===== src/rtl/fcl_pkg.sv =====
// ----------------------------------------------------------------------------
// Dense layer MAC package
// Sizes, operation and register codes, and shared types of the dense layer.
// ----------------------------------------------------------------------------
package fcl_pkg;

   localparam int MAX_INPUTS    = 128;
   localparam int MAX_OUTPUTS   = 64;
   localparam int DATA_WIDTH    = 16;
   localparam int FRAC_BITS     = 12;
   localparam int ACC_WIDTH     = 40;
   localparam int COL_BITS      = $clog2(MAX_INPUTS);
   localparam int ROW_BITS      = $clog2(MAX_OUTPUTS);
   localparam int ICOUNT_BITS   = 8;
   localparam int OCOUNT_BITS   = 7;
   localparam int MAC_LATENCY   = 2;
   localparam int ACC_STEPS     = MAX_OUTPUTS + MAC_LATENCY;
   localparam int CNT_BITS      = $clog2(ACC_STEPS);
   localparam int CSR_IDX_BITS  = 2;
   localparam int CSR_DATA_BITS = 8;

   typedef enum logic [1:0] {
      OP_WEIGHT = 2'd0,
      OP_BIAS   = 2'd1,
      OP_ACT    = 2'd2
   } op_type;

   typedef enum logic [CSR_IDX_BITS-1:0] {
      CSR_INPUT_COUNT  = 2'd0,
      CSR_OUTPUT_COUNT = 2'd1
   } csr_idx_type;

   typedef enum logic [1:0] {
      ST_IDLE,
      ST_ACC,
      ST_BRD,
      ST_EMIT
   } state_type;

   typedef logic signed [DATA_WIDTH-1:0] data_type;
   typedef logic signed [ACC_WIDTH-1:0]  acc_type;

   typedef struct packed {
      logic clr;
      logic add_en;
   } mac_ctrl_type;

endpackage


===== src/rtl/fcl_cell.sv =====
// ----------------------------------------------------------------------------
// Dense layer accumulator cell
// One accumulator of the ring; takes its neighbor's value on each shift.
// ----------------------------------------------------------------------------
module fcl_cell (
   input  logic             clock,
   input  logic             shift_en,
   input  fcl_pkg::acc_type d,
   output fcl_pkg::acc_type q
);

   fcl_pkg::acc_type acc_ff;
   fcl_pkg::acc_type acc_in;

   always_comb begin
      acc_in = shift_en ? d : acc_ff;
   end

   always_ff @(posedge clock) begin
      acc_ff <= acc_in;
   end

   assign q = acc_ff;

endmodule


===== config.mk =====
export PLATFORM = sky130hd
export DESIGN_NAME = fcl_cell
export DESIGN_NICKNAME = d
export VERILOG_FILES = /design/src/rtl/fcl_pkg.sv /design/src/rtl/fcl_cell.sv
export SDC_FILE = /design/constraint.sdc
export NUM_CORES = 1
export LEC_CHECK = 0
export ABC_AREA = 1
export BUFFER_PORTS_ARGS = -buffer_cell sky130_fd_sc_hd__buf_2
export CELL_PAD_IN_SITES_DETAIL_PLACEMENT = 0
export CELL_PAD_IN_SITES_GLOBAL_PLACEMENT = 2
export CORE_MARGIN = 8
export CORE_UTILIZATION = 28
export CTS_CLUSTER_DIAMETER = 60
export DETAILED_ROUTE_END_ITERATION = 8
export GPL_ROUTABILITY_DRIVEN = 0
export MAX_ROUTING_LAYER = met4
export PLACE_DENSITY_LB_ADDON = 0.08
export RECOVER_POWER = 25
export SYNTH_ARGS = -nofsm -noshare
export SYNTH_HDL_FRONTEND = slang
export SYNTH_SLANG_ARGS = --single-unit

===== constraint.sdc =====
create_clock -name clock -period 1.2 [get_ports clock]
set_clock_uncertainty 0.05 [all_clocks]
set_input_delay 0.12 -clock clock [delete_from_list [all_inputs] [get_ports clock]]
set_output_delay 0.12 -clock clock [all_outputs]
set_load 0.05 [all_outputs]

==> results.sh <==
export IMPL_cp_arrival_ns=0.94
export IMPL_finish_utilization=0.509
export IMPL_crit_family="buffers and inverters"
export IMPL_crit_chain="buf_2, clkbuf_2"
export IMPL_worstSetupPathType="input port to flop"
export IMPL_seq_area_frac_synth=1.00
export IMPL_status="complete, no violations"
export IMPL_wl_per_cell_um=14.6
export IMPL_cts_setup_buffers=0
export IMPL_critPathMaxFanout=40
export IMPL_routed_wl_mm=3.23
export IMPL_nFillCells=365
export IMPL_antenna_found_initial=0
export IMPL_ys_top_cells_by_count="edfxtp_1 (40)"
export IMPL_antenna_cells=0
export IMPL_slew_headroom=0.349
export IMPL_cts_buffers=5
export IMPL_die_y_um=81.5
export IMPL_rsz0062_at_grt="no"
export IMPL_hp_start="d[2]"
export IMPL_yosysTopAreaCell="edfxtp_1"
export IMPL_tns_ns=0
export IMPL_worstHoldPathType="input port to flop"
export IMPL_syn_num_nets=82
export IMPL_total_power_w=0.00319
export IMPL_drv_slew=0
export IMPL_p_per_area_nw_per_um2=1480
export IMPL_hold_viol_final=0
export IMPL_ant_nets=0
export IMPL_worst_slew_pin_slew_ns=0.977
export IMPL_die_area_um2=6640
export IMPL_hold_depth=2
export IMPL_avgSynthCellArea_um2=30.0
export IMPL_synth_edf_count=40
export IMPL_maxCapViolCount=0
export IMPL_grt_pass1_vias=1014
export IMPL_yosysTopAreaCellShare=1.00
export IMPL_synth_main_ff_cell="edfxtp_1"
export IMPL_vias_per_cell=3.92
export IMPL_multi_input_cells=0
export IMPL_ctsHoldBuffers=40
export IMPL_crit_slowest_cell="clkbuf_2"
export IMPL_endpoint_kind="flop"
export IMPL_core_region_area_um2=4230
export IMPL_grtUsageTotal=0.101
export IMPL_cpPeakStageDelay_ns=0.73
export IMPL_required_ns=1.06
export IMPL_cts_sinks=40
export IMPL_synthDistinctLibCells=1
export IMPL_die_x_um=81.5
export IMPL_cts_root_buf="clkbuf_8"
export IMPL_grt_pass1_wl_mm=4.77
export IMPL_ys_ff_latch=40
export IMPL_drc=0
export IMPL_clock_fmax_ghz=0.921
export IMPL_grt_max_degree=41
export IMPL_final_nets=211
export IMPL_start_util=0.284
export IMPL_multi_input_area_um2=0
export IMPL_min_period_ns=1.09
export IMPL_firstDrtPassIters=2
export IMPL_vias=871
export IMPL_syn2layout_area_growth_pct=79.6
export IMPL_yosysMostFrequentCell="edfxtp_1"
export IMPL_ys_warn_count=0
export IMPL_largest_reg_flops=40
export IMPL_start_kind="input port"
export IMPL_grt_overflow=0
export IMPL_drive_gt1_frac=0.512
export IMPL_crit_buf_inv=2
export IMPL_clockBufferDepth=2
export IMPL_syn_instance_count=40
export IMPL_cts_htree_levels=2
export IMPL_setup_violations=0
export IMPL_ir_drop_v=0.000683
export IMPL_drt_initial_drc_count=21
export IMPL_port_buffers=81
export IMPL_min_to="q[2]"
export IMPL_fin_crit_sh=0.904
export IMPL_clk_pin_slew_ns=0.07
export IMPL_cts_tree="built"
export IMPL_ys_top_cells_by_area="edfxtp_1 (100%)"
export IMPL_rows=24
export IMPL_seqCellArea_um2=1200
export IMPL_synthArstFlopShare=0
export IMPL_io_pins=82
export IMPL_leakage_nw=0.921
export IMPL_cts_repair_resized=0
export IMPL_syn_area_um2=1200
## how the worst max path moves through the flow
stage	start	endpoint	slack, ns	depth (start not counted)
after floorplan	q[0]	q[0]	0.43	0
final	shift_en	q[13]	0.11	2
after global routing	shift_en	q[13]	0.05	2
after detailed placement	shift_en	q[31]	0.37	2
after CTS	q[17]	q[17]	0.12	1
after global placement	shift_en	q[33]	0.38	2
## metal layers
metal	vias to the layer above	wire length, um	track usage
met4	0	87	0.0464
met1	398	1090	0.0922
li1	417	-	-
met3	10	298	0.0361
met2	46	1750	0.181
met5	-	0	-
## report_power, final
group | leakage, nW | internal [W] | switching (W)
registers | 0.391 | 0.00166 | 0.0000246
logic | 0.490 | 0.000201 | 0.000485
clock network | 0.0399 | 0.000404 | 0.000418
## cell usage in the layout, fill, tap and decap left out, drive strengths merged
cell         count
edfxtp          40
clkinv           1
buf             81
clkbuf           8
dlygate4sd3     40
## through the flow
stage / setup slack [ns] / hold slack [ns] / instance area (um2) / std cells
global placement: 0.376 / 0.247 / 1690 / 174
finish: 0.115 / 0.495 / 2160 / 222
CTS: 0.123 / 0.265 / 2170 / 222
global route: 0.0468 / 0.483 / 2160 / 222
detailed placement: 0.367 / 0.248 / 1690 / 174
floorplan: 0.429 / 0.169 / 1200 / 40
## cell type report
class	instances	area share
well taps	52	0.0302
clock buffers	7	0.0354
flip-flops and latches	40	0.557
repair buffers	122	0.376
clock inverters	1	0.00174
## kinds of logic after synthesis
| family | count (synthesis) | share of synthesized area |
|---|---|---|
| flip-flops | 40 | 1.00 |
No activity file was read; power rests on OpenSTA's default activity.
