## src/rtl/fcl_pkg.sv

```systemverilog
// ----------------------------------------------------------------------------
// Dense layer MAC package
// Sizes, operation and register codes, and shared types of the dense layer.
// ----------------------------------------------------------------------------
package fcl_pkg;

   localparam int MAX_INPUTS    = 128;
   localparam int MAX_OUTPUTS   = 64;
   localparam int DATA_WIDTH    = 16;
   localparam int FRAC_BITS     = 12;
   localparam int ACC_WIDTH     = 40;
   localparam int COL_BITS      = $clog2(MAX_INPUTS);
   localparam int ROW_BITS      = $clog2(MAX_OUTPUTS);
   localparam int ICOUNT_BITS   = 8;
   localparam int OCOUNT_BITS   = 7;
   localparam int MAC_LATENCY   = 2;
   localparam int ACC_STEPS     = MAX_OUTPUTS + MAC_LATENCY;
   localparam int CNT_BITS      = $clog2(ACC_STEPS);
   localparam int CSR_IDX_BITS  = 2;
   localparam int CSR_DATA_BITS = 8;

   typedef enum logic [1:0] {
      OP_WEIGHT = 2'd0,
      OP_BIAS   = 2'd1,
      OP_ACT    = 2'd2
   } op_type;

   typedef enum logic [CSR_IDX_BITS-1:0] {
      CSR_INPUT_COUNT  = 2'd0,
      CSR_OUTPUT_COUNT = 2'd1
   } csr_idx_type;

   typedef enum logic [1:0] {
      ST_IDLE,
      ST_ACC,
      ST_BRD,
      ST_EMIT
   } state_type;

   typedef logic signed [DATA_WIDTH-1:0] data_type;
   typedef logic signed [ACC_WIDTH-1:0]  acc_type;

   typedef struct packed {
      logic clr;
      logic add_en;
   } mac_ctrl_type;

endpackage

```

## src/rtl/fcl_mac.sv

```systemverilog
// ----------------------------------------------------------------------------
// Dense layer multiply-accumulate unit
// Registered weight times activation product added into the ring head.
// ----------------------------------------------------------------------------
module fcl_mac (
   input  logic                  clock,
   input  fcl_pkg::data_type     weight,
   input  fcl_pkg::data_type     act,
   input  fcl_pkg::acc_type      head,
   input  fcl_pkg::mac_ctrl_type ctrl,
   output fcl_pkg::acc_type      tail
);

   logic signed [2*fcl_pkg::DATA_WIDTH-1:0] prod_ff;
   logic signed [2*fcl_pkg::DATA_WIDTH-1:0] prod_in;
   fcl_pkg::acc_type                        base;
   fcl_pkg::acc_type                        addend;

   always_comb begin
      prod_in = weight * act;
      base    = ctrl.clr ? '0 : head;
      addend  = ctrl.add_en ? fcl_pkg::acc_type'(prod_ff) : '0;
      tail    = base + addend;
   end

   always_ff @(posedge clock) begin
      prod_ff <= prod_in;
   end

endmodule

```

## config.mk

```make
export PLATFORM = sky130hd
export DESIGN_NAME = fcl_mac
export DESIGN_NICKNAME = d
export VERILOG_FILES = /design/src/rtl/fcl_pkg.sv /design/src/rtl/fcl_mac.sv
export SDC_FILE = /design/constraint.sdc
export NUM_CORES = 1
export LEC_CHECK = 0
export ABC_AREA = 0
export BUFFER_PORTS_ARGS = -buffer_cell sky130_fd_sc_hd__buf_2
export CAP_MARGIN = 20
export CORE_ASPECT_RATIO = 0.5
export CORE_MARGIN = 1.5
export CORE_UTILIZATION = 40
export DETAILED_ROUTE_END_ITERATION = 8
export GPL_TIMING_DRIVEN = 0
export PLACE_DENSITY = 0.54
export SETUP_SLACK_MARGIN = 0.02
export SLEW_MARGIN = 20
export SYNTH_ARGS = -nofsm -noshare
export SYNTH_HDL_FRONTEND = slang
export SYNTH_SLANG_ARGS = --single-unit
```

## constraint.sdc

```tcl
create_clock -name clock -period 16.85 [get_ports clock]
set_input_delay 0 -clock clock [delete_from_list [all_inputs] [get_ports clock]]
set_output_delay 0 -clock clock [all_outputs]
set_load 0.1 [all_outputs]
```

==> impl_metrics.env, run 1 <==
export IMPL_status="finished, final reports clean"
export IMPL_first_pass_iters=5
export IMPL_maxSlewHeadroom=0.437
export IMPL_cp_required_ps=16940
export IMPL_crit_top_cell="fa_1"
export IMPL_via_per_inst=5.00
export IMPL_wirelength_mm=35.7
export IMPL_cts_root_buffer="clkbuf_16"
export IMPL_ctsHtreeMaxLevel=2
export IMPL_start_kind="input port"
export IMPL_synth_cells=1473
export IMPL_synth_warnings=0
export IMPL_synth_xor_area_frac=0.0462
export IMPL_clock_sinks=32
export IMPL_worstHoldPathType="input port to flip-flop"
export IMPL_tns_ps=0
export IMPL_fin_area_sq_um=14300
export IMPL_fmax_mhz=147
export IMPL_cts_buffers=5
export IMPL_dp_hpwl_mm=31.2
export IMPL_critPathMaxStageDelay_ps=860
export IMPL_slew_violations=0
export IMPL_path_buf_inv=5
export IMPL_start_util=0.409
export IMPL_gp_congestion=0.910
export IMPL_criticalPathCategory="input port to flip-flop"
export IMPL_core_area_sq_um=31900
export IMPL_grt_setup_unrepaired="false"
export IMPL_endpoint_kind="flip-flop"
export IMPL_finalHoldViolations=0
export IMPL_die_w_um=259
export IMPL_cts_hold_buf=0
export IMPL_top_regs="prod_ff (32)"
export IMPL_drc=0
export IMPL_largest_reg_flops=32
export IMPL_period_needed_ps=6790
export IMPL_ctsResizeCount=0
export IMPL_post_route_util=0.449
export IMPL_mostFrequentLayoutCells="297 x inv_1, 263 x fa_1, 158 x and2_1"
export IMPL_io_pins=115
export IMPL_yosysSeqAreaShare=0.0490
export IMPL_synth_distinct_cells=71
export IMPL_antenna_found_initial=2
export IMPL_cts_tree="built"
export IMPL_placement_io_buffers=114
export IMPL_fp_dieH_um=131
export IMPL_synth_enable_flop_cells=0
export IMPL_synth_nets=1932
export IMPL_synth_top_family_by_area="adder cells"
export IMPL_area_delta_synth_final_pct=9.68
export IMPL_grt_max_degree=11
export IMPL_synthAdderAreaFrac=0.518
export IMPL_placed_area_sq_um=14200
export IMPL_period_share=0.403
export IMPL_setup_viol_count_final=0
export IMPL_critPathArrivalTime_ps=6870
export IMPL_grt_overflow=0
export IMPL_synth_area_per_cell_sq_um=8.88
export IMPL_path_cells="buf_2 -> clkbuf_1 -> nand2_1 -> inv_1 -> fa_1 -> fa_1 -> fa_1 -> fa_1 -> fa_1 -> inv_1 -> fa_1 -> inv_1 -> ha_1 -> nand3_1 -> nor2_1 -> o211ai_1 -> a31oi_1 -> a211o_1 -> a21oi_1 -> xnor2_1"
export IMPL_routedWlPerCell_um=17.6
export IMPL_ant_nets=0
export IMPL_tightest_slew_ps=835
export IMPL_syn_area_sq_um=13100
export IMPL_grt_pass1_vias=10900
export IMPL_synth_simple_area_share=0.177
export IMPL_layout_commonest_cell="inv_1"
export IMPL_grt_usage=0.221
export IMPL_dieArea_sq_um=33800
export IMPL_crit_fanout=10
export IMPL_crit_slowest_cell="fa_1"
export IMPL_ys_seq_elements=32
export IMPL_fin_nets=2053
export IMPL_clk_path_buf_depth=2
export IMPL_muxShareOfSynthArea=0.000766
export IMPL_drive_above_1_share=0.0985
export IMPL_grt_pass1_wl_mm=58.2
export IMPL_drtIter0Drc=591
export IMPL_async_flop_share=0
export IMPL_critPathTopFamily="adder cells"
export IMPL_drv_cap=0
export IMPL_clk_pin_slew_ps=50
export IMPL_via_count=10100
export IMPL_fp_row_count=46
export IMPL_ys_flop_type="dfxtp_1"
export IMPL_regMostFlops="prod_ff"
export IMPL_synth_compound_area_frac=0.108
export IMPL_cts_setup_buffers=0
cell type report:
class / count / area (sq um)
Fill cell: 3250 / 17600
Multi-Input combinational cell: 1097 / 11100
Inverter: 297 / 1110
Sequential cell: 32 / 641
Timing Repair Buffer: 114 / 571
Tap cell: 432 / 541
Buffer: 47 / 199
Clock buffer: 7 / 153
Antenna cell: 1 / 2.50
cells by family after synthesis:
logic type / after synthesis
and+or+nand+nor: 441
adders and majority gates: 384
buffers and inverters: 344
AOI/OAI and AO/OA: 202
xor gates and xnor gates: 69
DFF: 32
muxes: 1
Yosys cell counts, drive strengths merged, types with 5 or more instances:
library cell | n | area (sq um)
a211oi | 9 | 82.6
a21boi | 6 | 45.0
a21o | 32 | 241
a21oi | 52 | 260
a31oi | 5 | 37.5
and2 | 158 | 988
and3 | 7 | 45.1
clkbuf | 43 | 164
dfxtp | 32 | 641
fa | 263 | 5270
ha | 121 | 1510
inv | 297 | 1110
nand2 | 146 | 548
nand2b | 9 | 56.3
nand3 | 12 | 65.1
nand4 | 6 | 37.5
nor2 | 34 | 128
nor2b | 42 | 270
nor3 | 7 | 35.0
o211ai | 5 | 42.5
o21a | 5 | 37.5
o21ai | 39 | 203
o21bai | 11 | 82.6
or2 | 7 | 43.8
or3 | 5 | 31.3
xnor2 | 47 | 412
xor2 | 22 | 193
metal layers:
| metal | track usage | wire [um] |
|---|---|---|
| met5 | 0 | 7 |
| met1 | 0.309 | 17200 |
| met2 | 0.367 | 15800 |
| met4 | 0.0488 | 663 |
| met3 | 0.0332 | 2060 |
per-stage QoR:
| step | worst slack [ps] | instances | hold WS [ps] |
|---|---|---|---|
| 2_1_floorplan | 11310 | 1473 | 127 |
| 3_5_place_dp | 9840 | 2019 | 349 |
| 6_report | 10060 | 2027 | 94.2 |
| 3_3_place_gp | 9930 | 2019 | 342 |
| 5_1_grt | 9640 | 2026 | 101 |
| 4_1_cts | 10110 | 2026 | 67.5 |
final timing paths:
kind        from          end  slack [ps]  cells after the start
max   weight[15]  prod_ff[31]       10060                     20
min       act[0]   prod_ff[0]          90                      2
Power of run 1 is not shown: default switching activity piles up to over one toggle a cycle in this logic, so the estimate is an artifact.
==> run 2: changes to the inputs <==
Settings changed: PLACE_DENSITY 0.54 to 0.56.
Clock period 16.85 ns to 5.5 ns, I/O delays scaled along.
==> impl_metrics.env, run 2 (synthesis results as in run 1) <==
export IMPL_grt_overflow=0
export IMPL_layout_commonest_cell="inv_1"
export IMPL_largest_reg_flops=32
export IMPL_finalHoldViolations=0
export IMPL_fmax_mhz=180
export IMPL_slew_violations=0
export IMPL_period_share=1.01
export IMPL_cts_root_buffer="clkbuf_16"
export IMPL_dieArea_sq_um=33800
export IMPL_routedWlPerCell_um=17.5
export IMPL_grt_setup_unrepaired="true"
export IMPL_violations="setup timing"
export IMPL_io_pins=115
export IMPL_wirelength_mm=36.5
export IMPL_dp_hpwl_mm=30.8
export IMPL_grt_max_degree=17
export IMPL_drc=0
export IMPL_n_antenna_cell=0
export IMPL_cts_buffers=5
export IMPL_status="finished, violations left"
export IMPL_grt_pass1_wl_mm=58.3
export IMPL_via_per_inst=4.97
export IMPL_clk_path_buf_depth=2
export IMPL_start_util=0.409
export IMPL_worstHoldPathType="input port to flip-flop"
export IMPL_drtIter0Drc=685
export IMPL_timing_final_ws_setup_ps=-52.1
export IMPL_start_kind="input port"
export IMPL_period_needed_ps=5550
export IMPL_via_count=10400
export IMPL_gp_congestion=0.908
export IMPL_endpoint_kind="flip-flop"
export IMPL_fp_dieH_um=131
export IMPL_tightest_slew_ps=563
export IMPL_core_area_sq_um=31900
export IMPL_drv_cap=0
export IMPL_placement_io_buffers=114
export IMPL_setup_viol_count_final=2
export IMPL_fp_row_count=46
export IMPL_area_delta_synth_final_pct=20.6
export IMPL_drive_above_1_share=0.196
export IMPL_ctsHtreeMaxLevel=2
export IMPL_clock_sinks=32
export IMPL_cp_required_ps=5650
export IMPL_top_regs="prod_ff (32)"
export IMPL_fin_nets=2115
export IMPL_cts_hold_buf=0
export IMPL_dp_slack_ps=-1370
export IMPL_die_w_um=259
export IMPL_first_pass_iters=7
export IMPL_maxSlewHeadroom=0.615
export IMPL_grt_usage=0.223
export IMPL_mostFrequentLayoutCells="284 x inv_1, 247 x fa_1, 151 x and2_1"
export IMPL_regMostFlops="prod_ff"
export IMPL_grt_pass1_vias=10700
export IMPL_clk_pin_slew_ps=50
export IMPL_antenna_found_initial=1
export IMPL_cts_tree="built"
export IMPL_crit_fanout=7
export IMPL_critPathArrivalTime_ps=5700
export IMPL_criticalPathCategory="input port to flip-flop"
export IMPL_ant_nets=0
run 2: cell types whose count changed in the layout (fill, tap and decap cells not counted), sizes merged:
cell / change
diode: -1
clkinvlp: +2
buf: +72
clkbuf: -11
run 2: path summary, 6_finish.rpt:
kind	from	endpoint	slack, ps	cells past startpoint
setup / recovery	weight[3]	prod_ff[30]	-50	21
hold / removal	act[0]	prod_ff[0]	70	2
run 2: metal layers:
| layer | vias up | GRT usage | share of wire |
|---|---|---|---|
| li1 | 4931 | - | - |
| met1 | 5174 | 0.326 | 0.48 |
| met2 | 266 | 0.361 | 0.44 |
| met3 | 20 | 0.0257 | 0.064 |
| met4 | 0 | 0.0372 | 0.0090 |
| met5 | - | 0 | 0 |
run 2: layout make-up:
| type | instances | area [sq um] |
|---|---|---|
| fill | 3068 | 16200 |
| multi-input combinational | 1097 | 11500 |
| timing repair buffer | 178 | 1200 |
| inverter | 297 | 1110 |
| sequential | 32 | 641 |
| buffer | 45 | 576 |
| tap | 432 | 541 |
| clock buffer | 6 | 139 |
| clock inverter | 2 | 15.0 |
run 2: critical path: stages:
cell,delay [ps]
buf_8,120
clkbuf_16,150
and2_4,150
fa_1,540
inv_2,50
fa_1,490
inv_1,50
fa_1,520
fa_1,440
fa_1,530
inv_2,40
fa_1,510
inv_2,50
ha_4,240
a22o_1,210
o41ai_4,270
buf_4,190
a211oi_4,100
o41ai_4,360
or4b_4,520
o311ai_4,130
run 2: stage by stage:
stage,instance area [sq um],cells,util,hold slack [ps],TNS [ps]
6_report,15800,2089,0.494,68.0,-75.3
5_1_grt,15800,2089,0.494,76.0,-621
4_1_cts,15400,2068,0.482,55.1,-44.0
3_5_place_dp,14200,2019,0.444,343,-11420
3_3_place_gp,14200,2019,0.444,331,-9860
2_1_floorplan,13100,1473,-,127,0
run 2: repair_timing:
action | in CTS | in global routing
gates cloned | 2 | 1
buffers inserted | 42 | 21
endpoints found under the setup margin | 14 | 6
pin swaps | 40 | 63
endpoints found under the hold margin | 0 | 0
gates resized for setup | 169 | 80
Power of run 2 is left out for the same reason.
==> run 3: changes to the inputs <==
Settings changed: BUFFER_PORTS_ARGS -buffer_cell sky130_fd_sc_hd__buf_2 to -buffer_cell sky130_fd_sc_hd__buf_4.
==> impl_metrics.env, run 3 (synthesis results as in run 1) <==
export IMPL_period_share=1.00
export IMPL_endpoint_kind="flip-flop"
export IMPL_clk_pin_slew_ps=60
export IMPL_critPathArrivalTime_ps=5650
export IMPL_wirelength_mm=37.2
export IMPL_ant_nets=0
export IMPL_n_antenna_cell=0
export IMPL_start_kind="input port"
export IMPL_grt_pass1_vias=10900
export IMPL_critPathMaxStageDelay_ps=550
export IMPL_antenna_found_initial=3
export IMPL_gp_congestion=0.896
export IMPL_status="finished, violations left"
export IMPL_min_path_cells=2
export IMPL_grt_overflow=0
export IMPL_drtIter0Drc=653
export IMPL_critPathTopFamily="adder cells"
export IMPL_top_regs="prod_ff (32)"
export IMPL_crit_fanout=7
export IMPL_dieArea_sq_um=33800
export IMPL_core_area_sq_um=31900
export IMPL_drv_cap=0
export IMPL_drive_above_1_share=0.195
export IMPL_fin_area_sq_um=16100
export IMPL_regMostFlops="prod_ff"
export IMPL_clk_path_buf_depth=2
export IMPL_fmax_mhz=182
export IMPL_start_util=0.409
export IMPL_ctsHtreeMaxLevel=2
export IMPL_mostFrequentLayoutCells="282 x inv_1, 255 x fa_1, 159 x buf_4"
export IMPL_fp_row_count=46
export IMPL_layout_area_seq_sq_um=641
export IMPL_routedWlPerCell_um=17.8
export IMPL_grt_max_degree=17
export IMPL_first_pass_iters=5
export IMPL_tightest_slew_ps=596
export IMPL_drc=0
export IMPL_io_pins=115
export IMPL_placed_area_sq_um=14500
export IMPL_fin_nets=2116
export IMPL_fillerInstances=2982
export IMPL_grt_setup_unrepaired="true"
export IMPL_clock_sinks=32
export IMPL_maxSlewHeadroom=0.592
export IMPL_worst_path_stages=21
export IMPL_via_per_inst=5.03
export IMPL_cts_tree="built"
export IMPL_violations="setup timing"
export IMPL_criticalPathCategory="input port to flip-flop"
export IMPL_grt_pass1_wl_mm=58.6
export IMPL_grt_usage=0.223
export IMPL_multi_input_comb_area_sq_um=11500
export IMPL_path_buf_inv=7
export IMPL_cts_root_buffer="clkbuf_16"
export IMPL_finalHoldViolations=0
export IMPL_die_w_um=259
export IMPL_crit_slowest_cell="fa_1"
export IMPL_via_count=10500
export IMPL_timing_final_ws_setup_ps=-2.62
export IMPL_slew_violations=0
export IMPL_layout_commonest_cell="inv_1"
export IMPL_cts_buffers=5
export IMPL_period_needed_ps=5500
export IMPL_path_cells="buf_4 -> clkbuf_16 -> nand2_1 -> fa_1 -> fa_1 -> fa_1 -> inv_2 -> fa_1 -> fa_1 -> inv_1 -> fa_1 -> inv_2 -> ha_4 -> buf_6 -> a22o_1 -> o41ai_4 -> buf_4 -> a211oi_4 -> o41ai_4 -> or4b_4 -> o311ai_4"
export IMPL_worstHoldPathType="input port to flip-flop"
export IMPL_dp_hpwl_mm=31.1
export IMPL_largest_reg_flops=32
export IMPL_cp_required_ps=5650
export IMPL_area_delta_synth_final_pct=23.3
export IMPL_crit_top_cell="fa_1"
export IMPL_fp_dieH_um=131
export IMPL_setup_viol_count_final=1
export IMPL_placement_io_buffers=114
-- run 3: cell count changes in the layout (fill, tap and decap cells not counted), moves of 4 or more --
| cell | previous run | this run |
|---|---|---|
| o21ai_2 | 3 | 7 |
| clkbuf_16 | 14 | 20 |
| o21ai_1 | 9 | 5 |
| buf_2 | 92 | 1 |
| fa_2 | 16 | 8 |
| buf_4 | 72 | 159 |
| clkbuf_8 | 10 | 4 |
| fa_1 | 247 | 255 |
-- run 3: final cells by class --
type / count / area share
buffer: 43 / 0.0387
tap: 432 / 0.0335
inverter: 297 / 0.0695
clock buffer: 6 / 0.00862
clock inverter: 2 / 0.000931
multi-input combinational: 1097 / 0.716
sequential: 32 / 0.0397
timing repair buffer: 181 / 0.0928
-- run 3: what timing repair did --
item                       CTS  global route
hold endpoints to repair     1             0
pin swaps                   34            52
gates resized for setup    161            70
hold buffers                 1             0
setup endpoints to repair   12             8
buffers inserted            34            30
gates cloned                 1             1
-- run 3: per-layer routing --
| layer | global-route usage | part of all wire |
|---|---|---|
| met5 | 0 | 0.00035 |
| met4 | 0.0451 | 0.012 |
| met3 | 0.0237 | 0.062 |
| met2 | 0.365 | 0.45 |
| met1 | 0.323 | 0.48 |
-- run 3: stage by stage --
step,cells,util,worst slack (ps),TNS (ps),hold WS (ps)
after detailed placement,2019,0.453,-1280,-10130,290
after CTS,2059,0.491,-7.17,-7.17,91.9
after global placement,2019,0.453,-1230,-9050,286
final,2090,0.505,-2.62,-2.62,110
after floorplan,1473,-,30.0,0,127
after global routing,2090,0.505,-98.5,-303,110
-- run 3: path summary, 6_finish.rpt --
| path | slack (ps) | end | start |
|---|---|---|---|
| min | 110 | prod_ff[0] | weight[0] |
| max | -3 | prod_ff[30] | weight[12] |
Power of run 3 is left out for the same reason.
